**config.mk**
```make
export PLATFORM = sky130hd
export DESIGN_NAME = serial_command_frame_parser
export DESIGN_NICKNAME = d
export VERILOG_FILES = /design/src/rtl/scfp_pkg.sv /design/src/rtl/serial_command_frame_parser.sv
export SDC_FILE = /design/constraint.sdc
export NUM_CORES = 1
export LEC_CHECK = 0
export BUFFER_PORTS_ARGS = -buffer_cell sky130_fd_sc_hd__buf_4
export CORE_ASPECT_RATIO = 1.75
export CORE_MARGIN = 3
export CORE_UTILIZATION = 35
export CTS_CLUSTER_DIAMETER = 50
export CTS_CLUSTER_SIZE = 12
export DETAILED_ROUTE_END_ITERATION = 8
export PLACE_DENSITY_LB_ADDON = 0.25
export SLEW_MARGIN = 10
export SYNTH_ARGS = -nofsm -noshare
export SYNTH_HDL_FRONTEND = slang
export SYNTH_SLANG_ARGS = --single-unit
```
**constraint.sdc**
```tcl
create_clock -name clk -period 9.5 [get_ports clk]
set_clock_uncertainty 0.05 [all_clocks]
set_input_delay 0.95 -clock clk [delete_from_list [all_inputs] [get_ports clk]]
set_output_delay 0.95 -clock clk [all_outputs]
set_load 0.1 [all_outputs]
```
**src/rtl/scfp_pkg.sv**
```systemverilog
// ----------------------------------------------------------------------------
// scfp_pkg: serial command frame parser definitions
// Types, codes and constants shared by the frame parser.
// ----------------------------------------------------------------------------
`default_nettype none

package scfp_pkg;

  localparam logic [7:0] SYNC_FIRST_RST  = 8'hEB;
  localparam logic [7:0] SYNC_SECOND_RST = 8'h90;
  localparam logic [7:0] CLASS_HI_CODE   = 8'h07;
  localparam logic [7:0] CLASS_CONTROL   = 8'h05;
  localparam logic [7:0] CLASS_QUERY     = 8'h06;
  localparam logic [8:0] LENGTH_EXTRA    = 9'd7;
  localparam logic [7:0] CTYPE_MAX       = 8'd4;

  localparam logic [8:0] POS_CLASS_HI = 9'd2;
  localparam logic [8:0] POS_CLASS_LO = 9'd3;
  localparam logic [8:0] POS_LENGTH   = 9'd4;
  localparam logic [8:0] POS_CTYPE    = 9'd5;
  localparam logic [8:0] POS_ARG_A    = 9'd6;
  localparam logic [8:0] POS_ARG_B    = 9'd7;

  localparam int unsigned OUT_TDATA_W = 64;

  typedef enum logic {
    CFG_SYNC_FIRST  = 1'b0,
    CFG_SYNC_SECOND = 1'b1
  } cfg_idx_t;

  typedef enum logic [2:0] {
    PH_HUNT  = 3'b001,
    PH_SYNC1 = 3'b010,
    PH_FRAME = 3'b100
  } phase_t;

  typedef enum logic [1:0] {
    KIND_CONTROL = 2'd0,
    KIND_QUERY   = 2'd1,
    KIND_UNSUPP  = 2'd2
  } msg_kind_t;

  typedef enum logic [2:0] {
    CMD_NONE    = 3'd0,
    CMD_CODE0   = 3'd1,
    CMD_CODE1   = 3'd2,
    CMD_CODE2   = 3'd3,
    CMD_UNSUPP  = 3'd4
  } cmd_t;

  typedef enum logic [1:0] {
    ERR_NONE      = 2'd0,
    ERR_CLASS     = 2'd1,
    ERR_CTYPE     = 2'd2,
    ERR_TOO_SHORT = 2'd3
  } frame_err_t;

  // first member sits in the top bits: packed from tail_byte down to msg_kind
  typedef struct packed {
    logic [7:0] tail_byte;
    logic [7:0] checksum_byte;
    logic [8:0] frame_length;
    frame_err_t frame_error;
    cmd_t       mode_cmd;
    cmd_t       status_cmd;
    logic [7:0] arg_b;
    logic [7:0] arg_a;
    logic [7:0] control_type;
    msg_kind_t  msg_kind;
  } report_t;

  function automatic cmd_t decode_cmd(input logic [7:0] v);
    cmd_t c;
    case (v)
      8'd0:    c = CMD_CODE0;
      8'd1:    c = CMD_CODE1;
      8'd2:    c = CMD_CODE2;
      default: c = CMD_UNSUPP;
    endcase
    return c;
  endfunction

endpackage

`default_nettype wire

```
**src/rtl/serial_command_frame_parser.sv**
```systemverilog
// ----------------------------------------------------------------------------
// serial_command_frame_parser
// Hunts sync bytes in a received byte stream, collects one command frame and
// emits one decoded report on the frame's tail byte.
// ----------------------------------------------------------------------------
// channel   | direction | tdata fields (lsb first)            | items
// in_       | slave     | rx_byte[7:0]                        | one byte
// out_      | master    | report, see out_tdata port          | one per frame
// cfg_      | write     | index 0 sync_first, 1 sync_second   | one register
//
// One byte per cycle while in_tready is high; the sync and frame state
// updates from each accepted byte, and the report is registered in the
// output register, or in the skid entry while the output is stalled.
// A two-entry output buffer (output register plus skid) holds one report
// behind a stalled output; in_tready drops only while the skid entry is full.
// Synchronous reset restores hunting and sync values 0xEB, 0x90, and empties the output.
// ----------------------------------------------------------------------------
`default_nettype none

module serial_command_frame_parser (
  input  wire logic        clk,
  input  wire logic        rst_n,
  input  wire logic        in_tvalid,
  output logic             in_tready,
  input  wire logic [7:0]  in_tdata,   // [7:0] rx_byte
  output logic             out_tvalid,
  input  wire logic        out_tready,
  // [1:0] msg_kind, [9:2] control_type, [17:10] arg_a, [25:18] arg_b,
  // [28:26] status_cmd, [31:29] mode_cmd, [33:32] frame_error,
  // [42:34] frame_length, [50:43] checksum_byte, [58:51] tail_byte, rest 0
  output logic [63:0]      out_tdata,
  input  wire logic        cfg_wr_en,
  input  wire logic        cfg_addr,
  input  wire logic [7:0]  cfg_wdata
);

  localparam int unsigned REP_W = $bits(scfp_pkg::report_t);

  logic [7:0]        sync_first_r, sync_second_r;
  scfp_pkg::phase_t  phase_r, phase_nxt;
  logic [8:0]        pos_r, pos_nxt;
  logic [7:0]        class_hi_r, class_hi_nxt;
  logic [7:0]        class_lo_r, class_lo_nxt;
  logic [7:0]        len_r, len_nxt;
  logic [7:0]        ctype_r, ctype_nxt;
  logic [7:0]        arg_a_r, arg_a_nxt;
  logic [7:0]        arg_b_r, arg_b_nxt;
  logic [7:0]        chk_r, chk_nxt;

  logic              out_valid_r, skid_valid_r;
  scfp_pkg::report_t out_r, skid_r;

  logic              accept;
  logic              rep_valid;
  scfp_pkg::report_t rep;
  logic [8:0]        total;
  logic [7:0]        b;

  assign b         = in_tdata;
  assign in_tready = !skid_valid_r;
  assign accept    = in_tvalid && in_tready;
  assign total     = {1'b0, len_nxt} + scfp_pkg::LENGTH_EXTRA;

  always_comb begin
    phase_nxt    = phase_r;
    pos_nxt      = pos_r;
    class_hi_nxt = class_hi_r;
    class_lo_nxt = class_lo_r;
    len_nxt      = len_r;
    ctype_nxt    = ctype_r;
    arg_a_nxt    = arg_a_r;
    arg_b_nxt    = arg_b_r;
    chk_nxt      = chk_r;
    rep_valid    = 1'b0;
    case (phase_r)
      scfp_pkg::PH_HUNT: begin
        if (b == sync_first_r) phase_nxt = scfp_pkg::PH_SYNC1;
      end
      scfp_pkg::PH_SYNC1: begin
        if (b == sync_second_r) begin
          phase_nxt = scfp_pkg::PH_FRAME;
          pos_nxt   = scfp_pkg::POS_CLASS_HI;
          ctype_nxt = 8'd0;
          arg_a_nxt = 8'd0;
          arg_b_nxt = 8'd0;
          chk_nxt   = 8'd0;
        end else if (b != sync_first_r) begin
          phase_nxt = scfp_pkg::PH_HUNT;
        end
      end
      scfp_pkg::PH_FRAME: begin
        case (pos_r)
          scfp_pkg::POS_CLASS_HI: class_hi_nxt = b;
          scfp_pkg::POS_CLASS_LO: class_lo_nxt = b;
          scfp_pkg::POS_LENGTH:   len_nxt      = b;
          scfp_pkg::POS_CTYPE:    ctype_nxt    = b;
          scfp_pkg::POS_ARG_A:    arg_a_nxt    = b;
          scfp_pkg::POS_ARG_B:    arg_b_nxt    = b;
          default: ;
        endcase
        if (pos_r < scfp_pkg::POS_CTYPE) begin
          pos_nxt = pos_r + 9'd1;
        end else begin
          if (pos_r == total - 9'd2) chk_nxt = b;
          if (pos_r != total - 9'd1) begin
            pos_nxt = pos_r + 9'd1;
          end else begin
            rep_valid = 1'b1;
            phase_nxt = scfp_pkg::PH_HUNT;
            pos_nxt   = 9'd0;
          end
        end
      end
      default: begin
        phase_nxt = scfp_pkg::PH_HUNT;
        pos_nxt   = 9'd0;
      end
    endcase
  end

  always_comb begin
    rep               = '0;
    rep.control_type  = ctype_nxt;
    rep.arg_a         = arg_a_nxt;
    rep.arg_b         = arg_b_nxt;
    rep.frame_length  = total;
    rep.checksum_byte = chk_nxt;
    rep.tail_byte     = b;
    rep.status_cmd    = scfp_pkg::CMD_NONE;
    rep.mode_cmd      = scfp_pkg::CMD_NONE;
    rep.frame_error   = scfp_pkg::ERR_NONE;
    if (class_hi_nxt == scfp_pkg::CLASS_HI_CODE
        && class_lo_nxt == scfp_pkg::CLASS_CONTROL) begin
      rep.msg_kind = scfp_pkg::KIND_CONTROL;
      if (total < 9'd8) begin
        rep.frame_error = scfp_pkg::ERR_TOO_SHORT;
      end else if (ctype_nxt > scfp_pkg::CTYPE_MAX) begin
        rep.frame_error = scfp_pkg::ERR_CTYPE;
      end else if (ctype_nxt == 8'd0) begin
        rep.status_cmd = scfp_pkg::decode_cmd(arg_a_nxt);
        rep.mode_cmd   = scfp_pkg::decode_cmd(arg_b_nxt);
      end
    end else if (class_hi_nxt == scfp_pkg::CLASS_HI_CODE
                 && class_lo_nxt == scfp_pkg::CLASS_QUERY) begin
      rep.msg_kind = scfp_pkg::KIND_QUERY;
    end else begin
      rep.msg_kind    = scfp_pkg::KIND_UNSUPP;
      rep.frame_error = scfp_pkg::ERR_CLASS;
    end
  end

  always_ff @(posedge clk) begin
    if (!rst_n) begin
      sync_first_r  <= scfp_pkg::SYNC_FIRST_RST;
      sync_second_r <= scfp_pkg::SYNC_SECOND_RST;
    end else if (cfg_wr_en) begin
      case (scfp_pkg::cfg_idx_t'(cfg_addr))
        scfp_pkg::CFG_SYNC_FIRST:  sync_first_r  <= cfg_wdata;
        scfp_pkg::CFG_SYNC_SECOND: sync_second_r <= cfg_wdata;
        default: ;
      endcase
    end
  end

  always_ff @(posedge clk) begin
    if (!rst_n) begin
      phase_r <= scfp_pkg::PH_HUNT;
      pos_r   <= 9'd0;
    end else if (accept) begin
      phase_r <= phase_nxt;
      pos_r   <= pos_nxt;
    end
  end

  always_ff @(posedge clk) begin
    if (!rst_n) begin
      class_hi_r <= 8'd0;
      class_lo_r <= 8'd0;
      len_r      <= 8'd0;
      ctype_r    <= 8'd0;
      arg_a_r    <= 8'd0;
      arg_b_r    <= 8'd0;
      chk_r      <= 8'd0;
    end else if (accept) begin
      class_hi_r <= class_hi_nxt;
      class_lo_r <= class_lo_nxt;
      len_r      <= len_nxt;
      ctype_r    <= ctype_nxt;
      arg_a_r    <= arg_a_nxt;
      arg_b_r    <= arg_b_nxt;
      chk_r      <= chk_nxt;
    end
  end

  // output register with one skid entry behind it
  always_ff @(posedge clk) begin
    if (!rst_n) begin
      out_valid_r  <= 1'b0;
      skid_valid_r <= 1'b0;
    end else if (out_valid_r && !out_tready) begin
      if (accept && rep_valid) skid_valid_r <= 1'b1;
    end else if (skid_valid_r) begin
      out_valid_r  <= 1'b1;
      skid_valid_r <= accept && rep_valid;
    end else begin
      out_valid_r  <= accept && rep_valid;
    end
  end

  always_ff @(posedge clk) begin
    if (out_valid_r && !out_tready) begin
      if (accept && rep_valid) skid_r <= rep;
    end else if (skid_valid_r) begin
      out_r <= skid_r;
      if (accept && rep_valid) skid_r <= rep;
    end else if (accept && rep_valid) begin
      out_r <= rep;
    end
  end

  assign out_tvalid = out_valid_r;
  assign out_tdata  = {{(scfp_pkg::OUT_TDATA_W - REP_W){1'b0}}, out_r};

endmodule

`default_nettype wire

```
==> results by group, run 1 <==
Status
  • Status: finished, final reports clean

Synth
  • Synth Cell Area: 0.00992 sq mm
  • Synth top area cells: edfxtp_1, dfxtp_1, nand2_1, mux2_2, nor2_1
  • Post-synth EDFFs: 118
  • Mapped Cells: 950
  • Flops & latches, synth: 204
  • Synth cell types: 73
  • FFs w/ async S/R, synth: 0%
  • Top cell type by total area after synthesis: edfxtp_1
  • Mean Syn Cell Area: 10.4 sq um
  • Synth Flop Type: edfxtp_1
  • Syn. warnings: 0
  • Synth top area share: 35.7%
  • Sequential share of the synthesized area: 53.1%

Power
  • P_int: 1.47 mW
  • Leakage: 4.24 nW
  • Total power after layout: 1.93 mW
  • Flop pwr share: 49.6%
  • Clock power share: 42.4%
  • Max rail drop VDD: 0.000111 V
  • Part of the power in combinational logic: 8.0%
  • Sw Share: 23.8%
  • Switching power total: 0.459 mW
  • Power Dens Cells: 168 mW/mm^2

Clocking
  • TritonCTS Buffers: 22
  • CTS tree: built
  • Post-CTS setup buffers: 0
  • PostCTS Resize Cnt: 0
  • H-tree lvl count: 1
  • Clk_lat worst skew: 0.51 ns
  • CTS sink count: 204
  • Clock Tree Root: clkbuf_16
  • CTS Hold Bufs: 0
  • Clk pin slew, worst setup/hold paths: 0.06 ns
  • Deepest clock path buffer count: 3

Global routing
  • Initial antenna violation count: 0
  • Largest net degree at the start of global routing: 111
  • All-Layer GR Usage: 16.3%
  • Vias in the first global route: 7,038
  • First-pass GRT wire length: 39,900 um
  • Overflow after GRT: 0

STA
  • Fin crit share: 71.1%
  • Setup violators final: 0
  • Worst slew margin: 31.6%
  • Slew Viols, Final: 0
  • Final setup margin: 2.74 ns
  • Worst-margin pin slew: 1.03 ns
  • RSZ-0062 raised after global routing: no
  • Max Fclk: 0.148 GHz
  • Min Tclk post-route: 6.76 ns
  • Setup TNS: 0 ns
  • Final Hold Fails: 0

Placed design
  • Pre-CTS setup slack: 2.79 ns
  • GPL Wtd Cong: 0.947
  • I/O Buffers: 82
  • HPWL after DPL: 17,200 um

Routing
  • Drt drc: 0
  • Routed via count: 7,211
  • DRT antenna net count: 0
  • Post-DR wirelength/cell: 18.4 um
  • DRT Pass-1 Iters: 5
  • WL final: 25,500 um
  • Initial DRC Count: 493
  • Vias/cell: 5.21

Cells and area
  • Synthesis-to-layout area growth: 15.5%
  • N_diodes: 0
  • Final nets: 1,027
  • Fin util: 41.5%
  • Share of layout cells above drive strength 1: 17.6%

Floorplan
  • Die width: 133 um
  • CORE AREA: 0.0276 sq mm
  • Ports: 88
  • Initial Util: 35.9%
  • Cell row count: 80
  • Die area: 0.0305 sq mm
  • Chip Height: 229 um

Setup path
  • Critical Path AT: 6.87 ns
  • Setup Crit Path Kind: register to register
  • CP Launch Type: register
  • Required time of the critical path: 9.61 ns
  • Worst-path maximum fanout: 31
  • Nature of the critical path endpoint: register

Job
  • MaxCap Viol Count: 0

Min path
  • Min-Delay Path Class: register to register
final cells by class:
class / instances / area (sq um)
clock inverters: 7 / 73.8
flip-flops and latches: 204 / 5270
fillers: 2715 / 16200
multi-input cells: 656 / 4290
inverters: 24 / 90.1
well taps: 369 / 462
clock buffers: 33 / 602
repair buffers: 90 / 676
cell families after synthesis:
kind of cell / count (synthesis) / synth area share (%)
AO/OA/AOI/OAI: 160 / 11.6
AND/OR/NAND/NOR: 369 / 18.9
buffers and inverters: 94 / 3.95
other: 1 / 0.0378
XOR/XNOR: 45 / 3.97
flip-flops: 204 / 53.1
adder cells (fa/ha/maj): 7 / 0.883
multiplexers: 70 / 7.58
power by group through the flow:
stage | Clock [mW] | Sequential, mW | Combinational, mW
2_1_floorplan | 0 | 0.971 | 0.113
3_3_place_gp | 0 | 0.975 | 0.154
3_5_place_dp | 0 | 0.975 | 0.154
4_1_cts | 0.838 | 0.956 | 0.155
5_1_grt | 0.867 | 0.958 | 0.170
6_report | 0.817 | 0.956 | 0.154
layout by cell type (no fill, tap or decap), types with 7 or more instances in the layout:
master / instances
a21boi_0: 22
a21oi_1: 7
a22o_1: 24
and3_1: 11
buf_4: 90
clkbuf_1: 10
clkbuf_16: 22
dfxtp_1: 86
edfxtp_1: 118
ha_1: 7
inv_1: 23
mux2_2: 41
mux2i_1: 29
nand2_1: 125
nand2b_1: 10
nand3_1: 24
nand4_1: 19
nor2_1: 79
nor2b_1: 13
nor3_1: 12
nor3b_1: 27
nor4_1: 9
o211ai_1: 10
o21ai_0: 46
o31ai_1: 8
xnor2_1: 20
xor2_1: 25
worst max-delay path, cell delays in order (launching register included):
cell and delay, ns:
dfxtp_1 0.38, inv_1 0.18, ha_1 0.23, nor4bb_1 0.23, buf_4 0.21, nand3_2 0.32, mux2i_1 0.53, ha_1 0.45
nand2b_1 0.09, a2111oi_0 0.47, nor2_1 0.18, ha_1 0.25, inv_1 0.10, a31oi_1 0.05, mux2i_1 0.18, xor2_1 0.09
a2111oi_0 0.32, nand3_1 0.15, or4_1 0.57, o21a_1 0.24, nor2_4 0.61, buf_4 0.49
sequential cells by signal, summed over array words and instances (netlist names):
signal,cells
class_hi_r,8
chk_r,8
ctype_r,8
out_tdata,59
skid_valid_r,1
skid_r,59
sync_first_r,8
pos_r,9
len_r,8
phase_r,3
out_tvalid,1
arg_a_r,8
class_lo_r,8
sync_second_r,8
arg_b_r,8
synth_stat cells, drive strengths merged (3+ instances only):
cell type  instances
nor3b             29
a22o              24
o211ai            10
xor2              25
and3              11
o211a              6
xnor2             20
o31ai              8
inv               24
a211o              3
and4b              6
nor2b             13
mux2              41
nor2              81
a31oi              6
mux2i             29
clkbuf            54
nand3             25
and2               7
or4                4
or3                3
nor4b              3
nand2b            10
o21ai             47
nor3              13
dfxtp             86
a21boi            23
a21o               4
buf               16
nor4              10
edfxtp           118
nand2            125
a21oi              7
ha                 7
nand4             19
per-layer routing:
metal,wire length [um],vias up,part of all wire [%],global-route usage [%]
met1,10400,3471,41,19.9
met4,796,0,3.1,6.31
met5,0,-,0,0
li1,-,3514,-,-
met3,1030,47,4.0,1.74
met2,13300,179,52,29.4
per-stage QoR:
step | hold slack, ns | instances | area (sq um)
after global placement | 0.419 | 1343 | 10800
after detailed placement | 0.422 | 1343 | 10800
after global routing | 0.451 | 1383 | 11500
after floorplan | 0.402 | 954 | 9930
after CTS | 0.430 | 1383 | 11500
final | 0.424 | 1383 | 11500
final timing paths:
kind | start | endpoint | slack (ns) | cells after the start
worst max-delay path | pos_r[0]$_SDFFE_PN0P_ | out_tdata[37]$_DFFE_PP_ | 2.74 | 21
worst min register to register | sync_second_r[3]$_SDFFE_PN0P_ | sync_second_r[3]$_SDFFE_PN0P_ | 0.42 | 2
worst min-delay path | sync_second_r[3]$_SDFFE_PN0P_ | sync_second_r[3]$_SDFFE_PN0P_ | 0.42 | 2
worst max register to register | pos_r[0]$_SDFFE_PN0P_ | out_tdata[37]$_DFFE_PP_ | 2.74 | 21
(Power assumes the default switching activity.)
==> run 2: changes to the inputs <==
--- a/config.mk
+++ b/config.mk
@@ -5,6 +5,7 @@
 export SDC_FILE = /design/constraint.sdc
 export NUM_CORES = 1
 export LEC_CHECK = 0
+export ABC_AREA = 1
 export BUFFER_PORTS_ARGS = -buffer_cell sky130_fd_sc_hd__buf_4
 export CORE_ASPECT_RATIO = 1.75
 export CORE_MARGIN = 3
==> constraint.sdc (replaced) <==
create_clock -name clk -period 6.4 [get_ports clk]
set_clock_uncertainty 0.05 [all_clocks]
set_input_delay 0.64 -clock clk [delete_from_list [all_inputs] [get_ports clk]]
set_output_delay 0.64 -clock clk [all_outputs]
set_load 0.1 [all_outputs]
==> run 2 against run 1 <==
Final cell count is 19% higher. Worst hold slack got worse by 0.12 ns. First-iteration DRC count shrank 13%. Global-route usage rose by 0.73 points. Sequential share of layout area shrank 0.74 points. Critical path depth grew 3. Critical path type unchanged.
==> results by group, run 2 <==
Clocking
  • CTS tree: built
  • Deepest clock path buffer count: 3
  • Clk_lat worst skew: 0.50 ns
  • CTS sink count: 204
  • Clk pin slew, worst setup/hold paths: 0.06 ns
  • Clock Tree Root: clkbuf_16
  • CTS Hold Bufs: 0
  • TritonCTS Buffers: 21
  • H-tree lvl count: 1
  • PostCTS Resize Cnt: 0
  • Post-CTS setup buffers: 0

Floorplan
  • Ports: 88
  • Chip Height: 231 um
  • CORE AREA: 0.0282 sq mm
  • Die area: 0.0310 sq mm
  • Initial Util: 35.8%
  • Die width: 134 um
  • Cell row count: 81

Setup path
  • Reg-to-reg startpoint: phase_r[0]$_SDFFE_PN1P_
  • Required time of the critical path: 6.47 ns
  • Cell family with the largest share of critical-path delay: simple AND/OR/NAND/NOR gates
  • Crit-path most repeated cell: nand2_1
  • Worst-path maximum fanout: 59
  • CP Launch Type: register
  • Setup Crit Path Kind: register to register
  • Crit-path cells: nor2_1 > nand2_2 > inv_4 > nand3_4 > nand2_1 > nand2_4 > ha_1 > nand3_2 > nand2_1 > inv_1 > ha_1 > nand2_1 > nor2_2 > nor2_1 > nand2_1 > nand2_1 > inv_1 > nand2_1 > nor2_1 > nand3_2 > o21ai_1 > inv_1 > nor2_4 > buf_4
  • Worst path max stage delay: 0.58 ns
  • CP Buf/Inv Count: 5
  • Critical Path AT: 4.62 ns
  • Nature of the critical path endpoint: register
  • CP max-delay cell: buf_4
  • Crit path launch: phase_r[0]$_SDFFE_PN1P_

STA
  • Fin crit share: 71.0%
  • Setup TNS: 0 ns
  • Worst hold slack: 0.306 ns
  • Max Fclk: 0.220 GHz
  • Worst slew margin: 37.5%
  • Min Tclk post-route: 4.54 ns
  • RSZ-0062 raised after global routing: no
  • Slew Viols, Final: 0
  • Setup violators final: 0
  • Final setup margin: 1.86 ns
  • Worst-margin pin slew: 0.915 ns
  • Final Hold Fails: 0

Cells and area
  • Fin area: 0.0117 sq mm
  • Commonest cells after routing, fill and taps aside: nand2_1, inv_1, nor2_1, edfxtp_1, buf_4
  • Share of layout cells above drive strength 1: 14.7%
  • Commonest non-fill, non-tap cell in the layout: nand2_1
  • Final nets: 1,288
  • N_diodes: 0
  • Synthesis-to-layout area growth: 15.6%

Synth
  • Synth Cell Area: 0.0101 sq mm
  • Synth top area share: 35.1%
  • Top cell type by total area after synthesis: edfxtp_1
  • Mapped Cells: 1,192
  • Syn. warnings: 0
  • FFs w/ async S/R, synth: 0%
  • Synth Flop Type: edfxtp_1
  • Mean Syn Cell Area: 8.46 sq um
  • Sequential share of the synthesized area: 52.2%
  • Most frequent cells after synthesis: nand2_1, inv_1, nor2_1
  • Synth cell types: 44
  • Most frequent cell after synthesis: nand2_1
  • Synth top area cells: edfxtp_1, dfxtp_1, nand2_1, inv_1, nor2_1
  • Post-synth EDFFs: 118
  • Flops & latches, synth: 204

Job
  • MaxCap Viol Count: 0

Routing
  • DRT antenna net count: 0
  • Vias/cell: 4.86
  • DRT Pass-1 Iters: 7
  • Routed via count: 7,999
  • Initial DRC Count: 430
  • Post-DR wirelength/cell: 16.3 um
  • WL final: 26,800 um
  • Drt drc: 0

Global routing
  • Overflow after GRT: 0
  • Initial antenna violation count: 0
  • All-Layer GR Usage: 17.1%
  • Largest net degree at the start of global routing: 82
  • Vias in the first global route: 7,629
  • First-pass GRT wire length: 41,900 um

Placed design
  • I/O Buffers: 82
  • Area post-placement: 0.0110 sq mm
  • HPWL after DPL: 19,400 um
  • Pre-CTS setup slack: 1.86 ns
  • GPL Wtd Cong: 0.929

Status
  • Status: finished, final reports clean

Power
  • Max rail drop VDD: 0.000153 V
  • Total power after layout: 3.04 mW
  • Power Dens Cells: 261 mW/mm^2
  • Leakage: 5.14 nW

Min path
  • Min-delay src: cfg_wdata[7]
  • Min-Delay Path Class: input port to register
==> run 2: cell types whose count changed after synthesis, moves of 33 or more <==
cell and delta:
nand2_1 +160, inv_1 +114, mux2_2 -41, nand3_1 +40, nor2_1 +38, o21ai_0 +38
a21oi_1 +33
==> run 2: cell type report <==
type,count,area (sq um)
fill,2915,16500
sequential,204,5270
multi-input combinational,797,4080
timing repair buffer,90,676
clock buffer,35,578
inverter,145,547
tap,373,467
clock inverter,2,38.8
==> run 2: cell families (layout without fill, tap and decap cells) <==
kind of cell             Yosys count  after routing  share of synthesized area [%]
AND/OR/NAND/NOR                  572            572                           26.0
flip-flops                       204            204                           52.2
buffers and inverters            195            272                           7.64
AO/OA/AOI/OAI                    176            176                           9.90
XOR/XNOR                          25             25                           2.17
multiplexers                      12             12                           1.19
adder cells (fa/ha/maj)            7              7                          0.869
other                              1              5                         0.0372
==> run 2: stage by stage <==
stage               util (%)  instances
floorplan                  -       1196
detailed placement      39.2       1609
CTS                     41.4       1646
global route            41.4       1646
finish                  41.4       1646
global placement        39.2       1609
==> run 2: path summary, 6_finish.rpt <==
check	to	slack [ns]	depth (start not counted)
setup / recovery	out_tdata[36]$_DFFE_PP_	1.86	24
hold / removal	sync_second_r[7]$_SDFFE_PN1P_	0.31	3
setup reg to reg	out_tdata[36]$_DFFE_PP_	1.86	24
hold reg to reg	sync_first_r[4]$_SDFFE_PN0P_	0.43	2
==> run 2: worst reg2reg max path, delay by kind of cell (launching register included) <==
kind / cells / cell delay [ns]
flops: 1 / 0.33
buf+inv: 5 / 1.15
compound gates: 1 / 0.20
fa+ha+maj: 2 / 0.55
simple gates: 16 / 1.83
==> run 2: per-layer routing <==
metal,track usage (%),vias to the layer above,share of wire [%]
li1,-,4054,-
met1,19.2,3685,38
met2,31.4,192,53
met3,1.83,68,4.4
met4,8.63,0,4.9
met5,0,-,0
==> run 2: report_power, final <==
group / switching, mW / leakage [nW] / internal (mW) / total (mW)
combinational: 0.295 / 3.05 / 0.133 / 0.429
clock: 0.497 / 0.294 / 0.656 / 1.15
sequential: 0.0315 / 1.80 / 1.43 / 1.46
total: 0.824 / 5.14 / 2.22 / 3.04
==> run 3: changes to the inputs <==
--- a/config.mk
+++ b/config.mk
@@ -5,7 +5,7 @@
 export SDC_FILE = /design/constraint.sdc
 export NUM_CORES = 1
 export LEC_CHECK = 0
-export ABC_AREA = 1
+export ABC_AREA = 0
 export BUFFER_PORTS_ARGS = -buffer_cell sky130_fd_sc_hd__buf_4
 export CORE_ASPECT_RATIO = 1.75
 export CORE_MARGIN = 3
==> constraint.sdc (replaced) <==
create_clock -name clk -period 3.9 [get_ports clk]
set_clock_uncertainty 0.05 [all_clocks]
set_input_delay 0.39 -clock clk [delete_from_list [all_inputs] [get_ports clk]]
set_output_delay 0.39 -clock clk [all_outputs]
set_load 0.1 [all_outputs]
==> run 3 against run 2 <==
Utilization grew 7.2 points. Global-route usage up 0.79 points. Sequential power rose by 59%. Die area decreased by 1.6%. Critical path type unchanged. The run now ends with negative setup slack left. Setup slack worse by 2.6 ns. Largest cell class unchanged. Sequential share of layout area fell by 5.8 points.
==> results by group, run 3 (synthesized netlist as in run 1, its figures left out) <==
Clocking
  • Clock Tree Root: clkbuf_16
  • CTS sink count: 204
  • TritonCTS Buffers: 21
  • CTS tree: built
  • H-tree lvl count: 1
  • Clk_lat worst skew: 0.51 ns
  • CTS Hold Bufs: 0
  • Deepest clock path buffer count: 3
  • Clk pin slew, worst setup/hold paths: 0.06 ns

Power
  • Sw Share: 23.8%
  • Power Dens Cells: 352 mW/mm^2
  • Part of the power in combinational logic: 11.0%
  • Flop pwr share: 49.2%
  • Switching power total: 1.12 mW
  • Max rail drop VDD: 0.000241 V
  • P_int: 3.60 mW
  • Leakage: 5.21 nW
  • Clock power share: 39.8%

Routing
  • Vias/cell: 5.14
  • Drt drc: 0
  • Post-DR wirelength/cell: 18.1 um
  • WL final: 28,000 um
  • Initial DRC Count: 577
  • Routed via count: 7,949
  • DRT antenna net count: 0
  • DRT Pass-1 Iters: 5

Floorplan
  • Die width: 133 um
  • Cell row count: 80
  • CORE AREA: 0.0276 sq mm
  • Initial Util: 35.9%
  • Ports: 88
  • Die area: 0.0305 sq mm
  • Chip Height: 229 um

STA
  • Min Tclk post-route: 4.62 ns
  • Final setup margin: -0.719 ns
  • Max Fclk: 0.216 GHz
  • Worst slew margin: 32.7%
  • RSZ-0062 raised after global routing: yes
  • Worst hold slack: 0.0519 ns
  • Setup violators final: 166
  • Final Hold Fails: 0
  • Worst-margin pin slew: 1.01 ns
  • Fin crit share: 118%
  • Slew Viols, Final: 0

Cells and area
  • Share of layout cells above drive strength 1: 33.2%
  • Commonest cells after routing, fill and taps aside: buf_4, nand2_1, edfxtp_1, dfxtp_1, nor2_1
  • Synthesis-to-layout area growth: 35.1%
  • Commonest non-fill, non-tap cell in the layout: buf_4
  • Final nets: 1,192
  • Fin area: 0.0134 sq mm
  • N_diodes: 0
  • # fillers: 2,537

Status
  • Failing checks: negative setup slack
  • Status: finished with violations

Global routing
  • Largest net degree at the start of global routing: 111
  • Vias in the first global route: 8,002
  • Overflow after GRT: 0
  • Initial antenna violation count: 0
  • All-Layer GR Usage: 17.9%
  • First-pass GRT wire length: 43,500 um

Setup path
  • Nature of the critical path endpoint: register
  • Critical Path AT: 4.80 ns
  • Setup Crit Path Kind: register to register
  • Required time of the critical path: 4.08 ns
  • Worst-path maximum fanout: 5
  • CP Launch Type: register

Job
  • MaxCap Viol Count: 0

Placed design
  • Area post-placement: 0.0120 sq mm
  • GPL Wtd Cong: 0.895
  • I/O Buffers: 82
  • HPWL after DPL: 19,500 um

Min path
  • Min-Delay Path Class: input port to register
## run 3: cell count changes in the layout (fill, tap and decap cells not counted), moves of 21 or more
| cell | delta |
|---|---|
| nand3_1 | -41 |
| nor3b_1 | +26 |
| mux2_2 | +35 |
| inv_1 | -119 |
| buf_4 | +133 |
| a21oi_1 | -33 |
| a22o_1 | +24 |
| nand2_1 | -160 |
| o21ai_0 | -51 |
| nand2_2 | -27 |
| nor2_1 | -42 |
| a21boi_0 | +21 |
## run 3: area by class of cell
class | count | area (sq um) | area share [%]
Clock inverter | 5 | 52.6 | 0.392
Inverter | 24 | 95.1 | 0.710
Multi-Input combinational cell | 656 | 4690 | 35.0
Sequential cell | 204 | 5280 | 39.4
Timing Repair Buffer | 256 | 2260 | 16.8
Tap cell | 369 | 462 | 3.45
Clock buffer | 33 | 571 | 4.26
## run 3: metrics by stage
step                util (%)  setup WS, ns  total power [mW]  std cells  TNS, ns
global route            48.5        -0.915              4.89       1547  -122.21
finish                  48.5        -0.719              4.72       1547   -88.26
CTS                     47.3        -0.652              4.74       1534   -76.18
global placement        43.3        -0.796              2.84       1474   -96.07
detailed placement      43.3        -0.934              2.84       1474  -115.92
floorplan                  -         -2.00              2.66        954  -230.02
## run 3: worst max-delay path: stages (launching register included)
cell	delay, ns
dfxtp_4	0.35
inv_4	0.06
ha_4	0.14
nor4bb_4	0.20
buf_4	0.18
nand4_1	0.14
and2_4	0.22
ha_4	0.18
nand2b_4	0.14
a2111oi_4	0.30
nor2_2	0.09
ha_2	0.19
a31oi_1	0.13
mux2i_1	0.10
xor2_1	0.16
a2111oi_2	0.26
nand3_1	0.16
or4_4	0.56
buf_6	0.14
nor3_4	0.14
buf_12	0.14
buf_12	0.12
buf_12	0.10
buf_12	0.11
## run 3: metal layers
metal  global-route usage [%]  routed length, um  share of wire [%]  up-vias
li1                         -                  -                  -     3847
met1                     20.4              10600                 38     3812
met2                     33.1              14800                 53      229
met3                     1.76               1260                4.5       61
met4                     8.11               1340                4.8        0
met5                        0                  0                  0        -
## run 3: repair_timing
| item | CTS | global route |
|---|---|---|
| pin swaps | 27 | 12 |
| gates resized for setup | 34 | 47 |
| hold endpoints to repair | 0 | 0 |
| cloned | 6 | 4 |
| endpoints found under the setup margin | 168 | 166 |
| setup buffers | 16 | 12 |
## run 3: final timing paths
kind,from,slack (ns),cells past startpoint,end
max,pos_r[1]$_SDFFE_PN0P_,-0.72,23,skid_r[13]$_DFFE_PP_
min,cfg_wdata[5],0.05,3,sync_first_r[5]$_SDFFE_PN1P_
max reg2reg,pos_r[1]$_SDFFE_PN0P_,-0.72,23,skid_r[13]$_DFFE_PP_
min reg2reg,sync_second_r[3]$_SDFFE_PN0P_,0.43,2,sync_second_r[3]$_SDFFE_PN0P_
## run 3: power by group through the flow
stage / Clock [mW] / Combinational, mW / Sequential, mW
2_1_floorplan: 0 / 0.292 / 2.36
3_3_place_gp: 0 / 0.473 / 2.37
3_5_place_dp: 0 / 0.475 / 2.37
4_1_cts: 1.92 / 0.491 / 2.32
5_1_grt: 2.00 / 0.565 / 2.33
6_report: 1.88 / 0.521 / 2.32
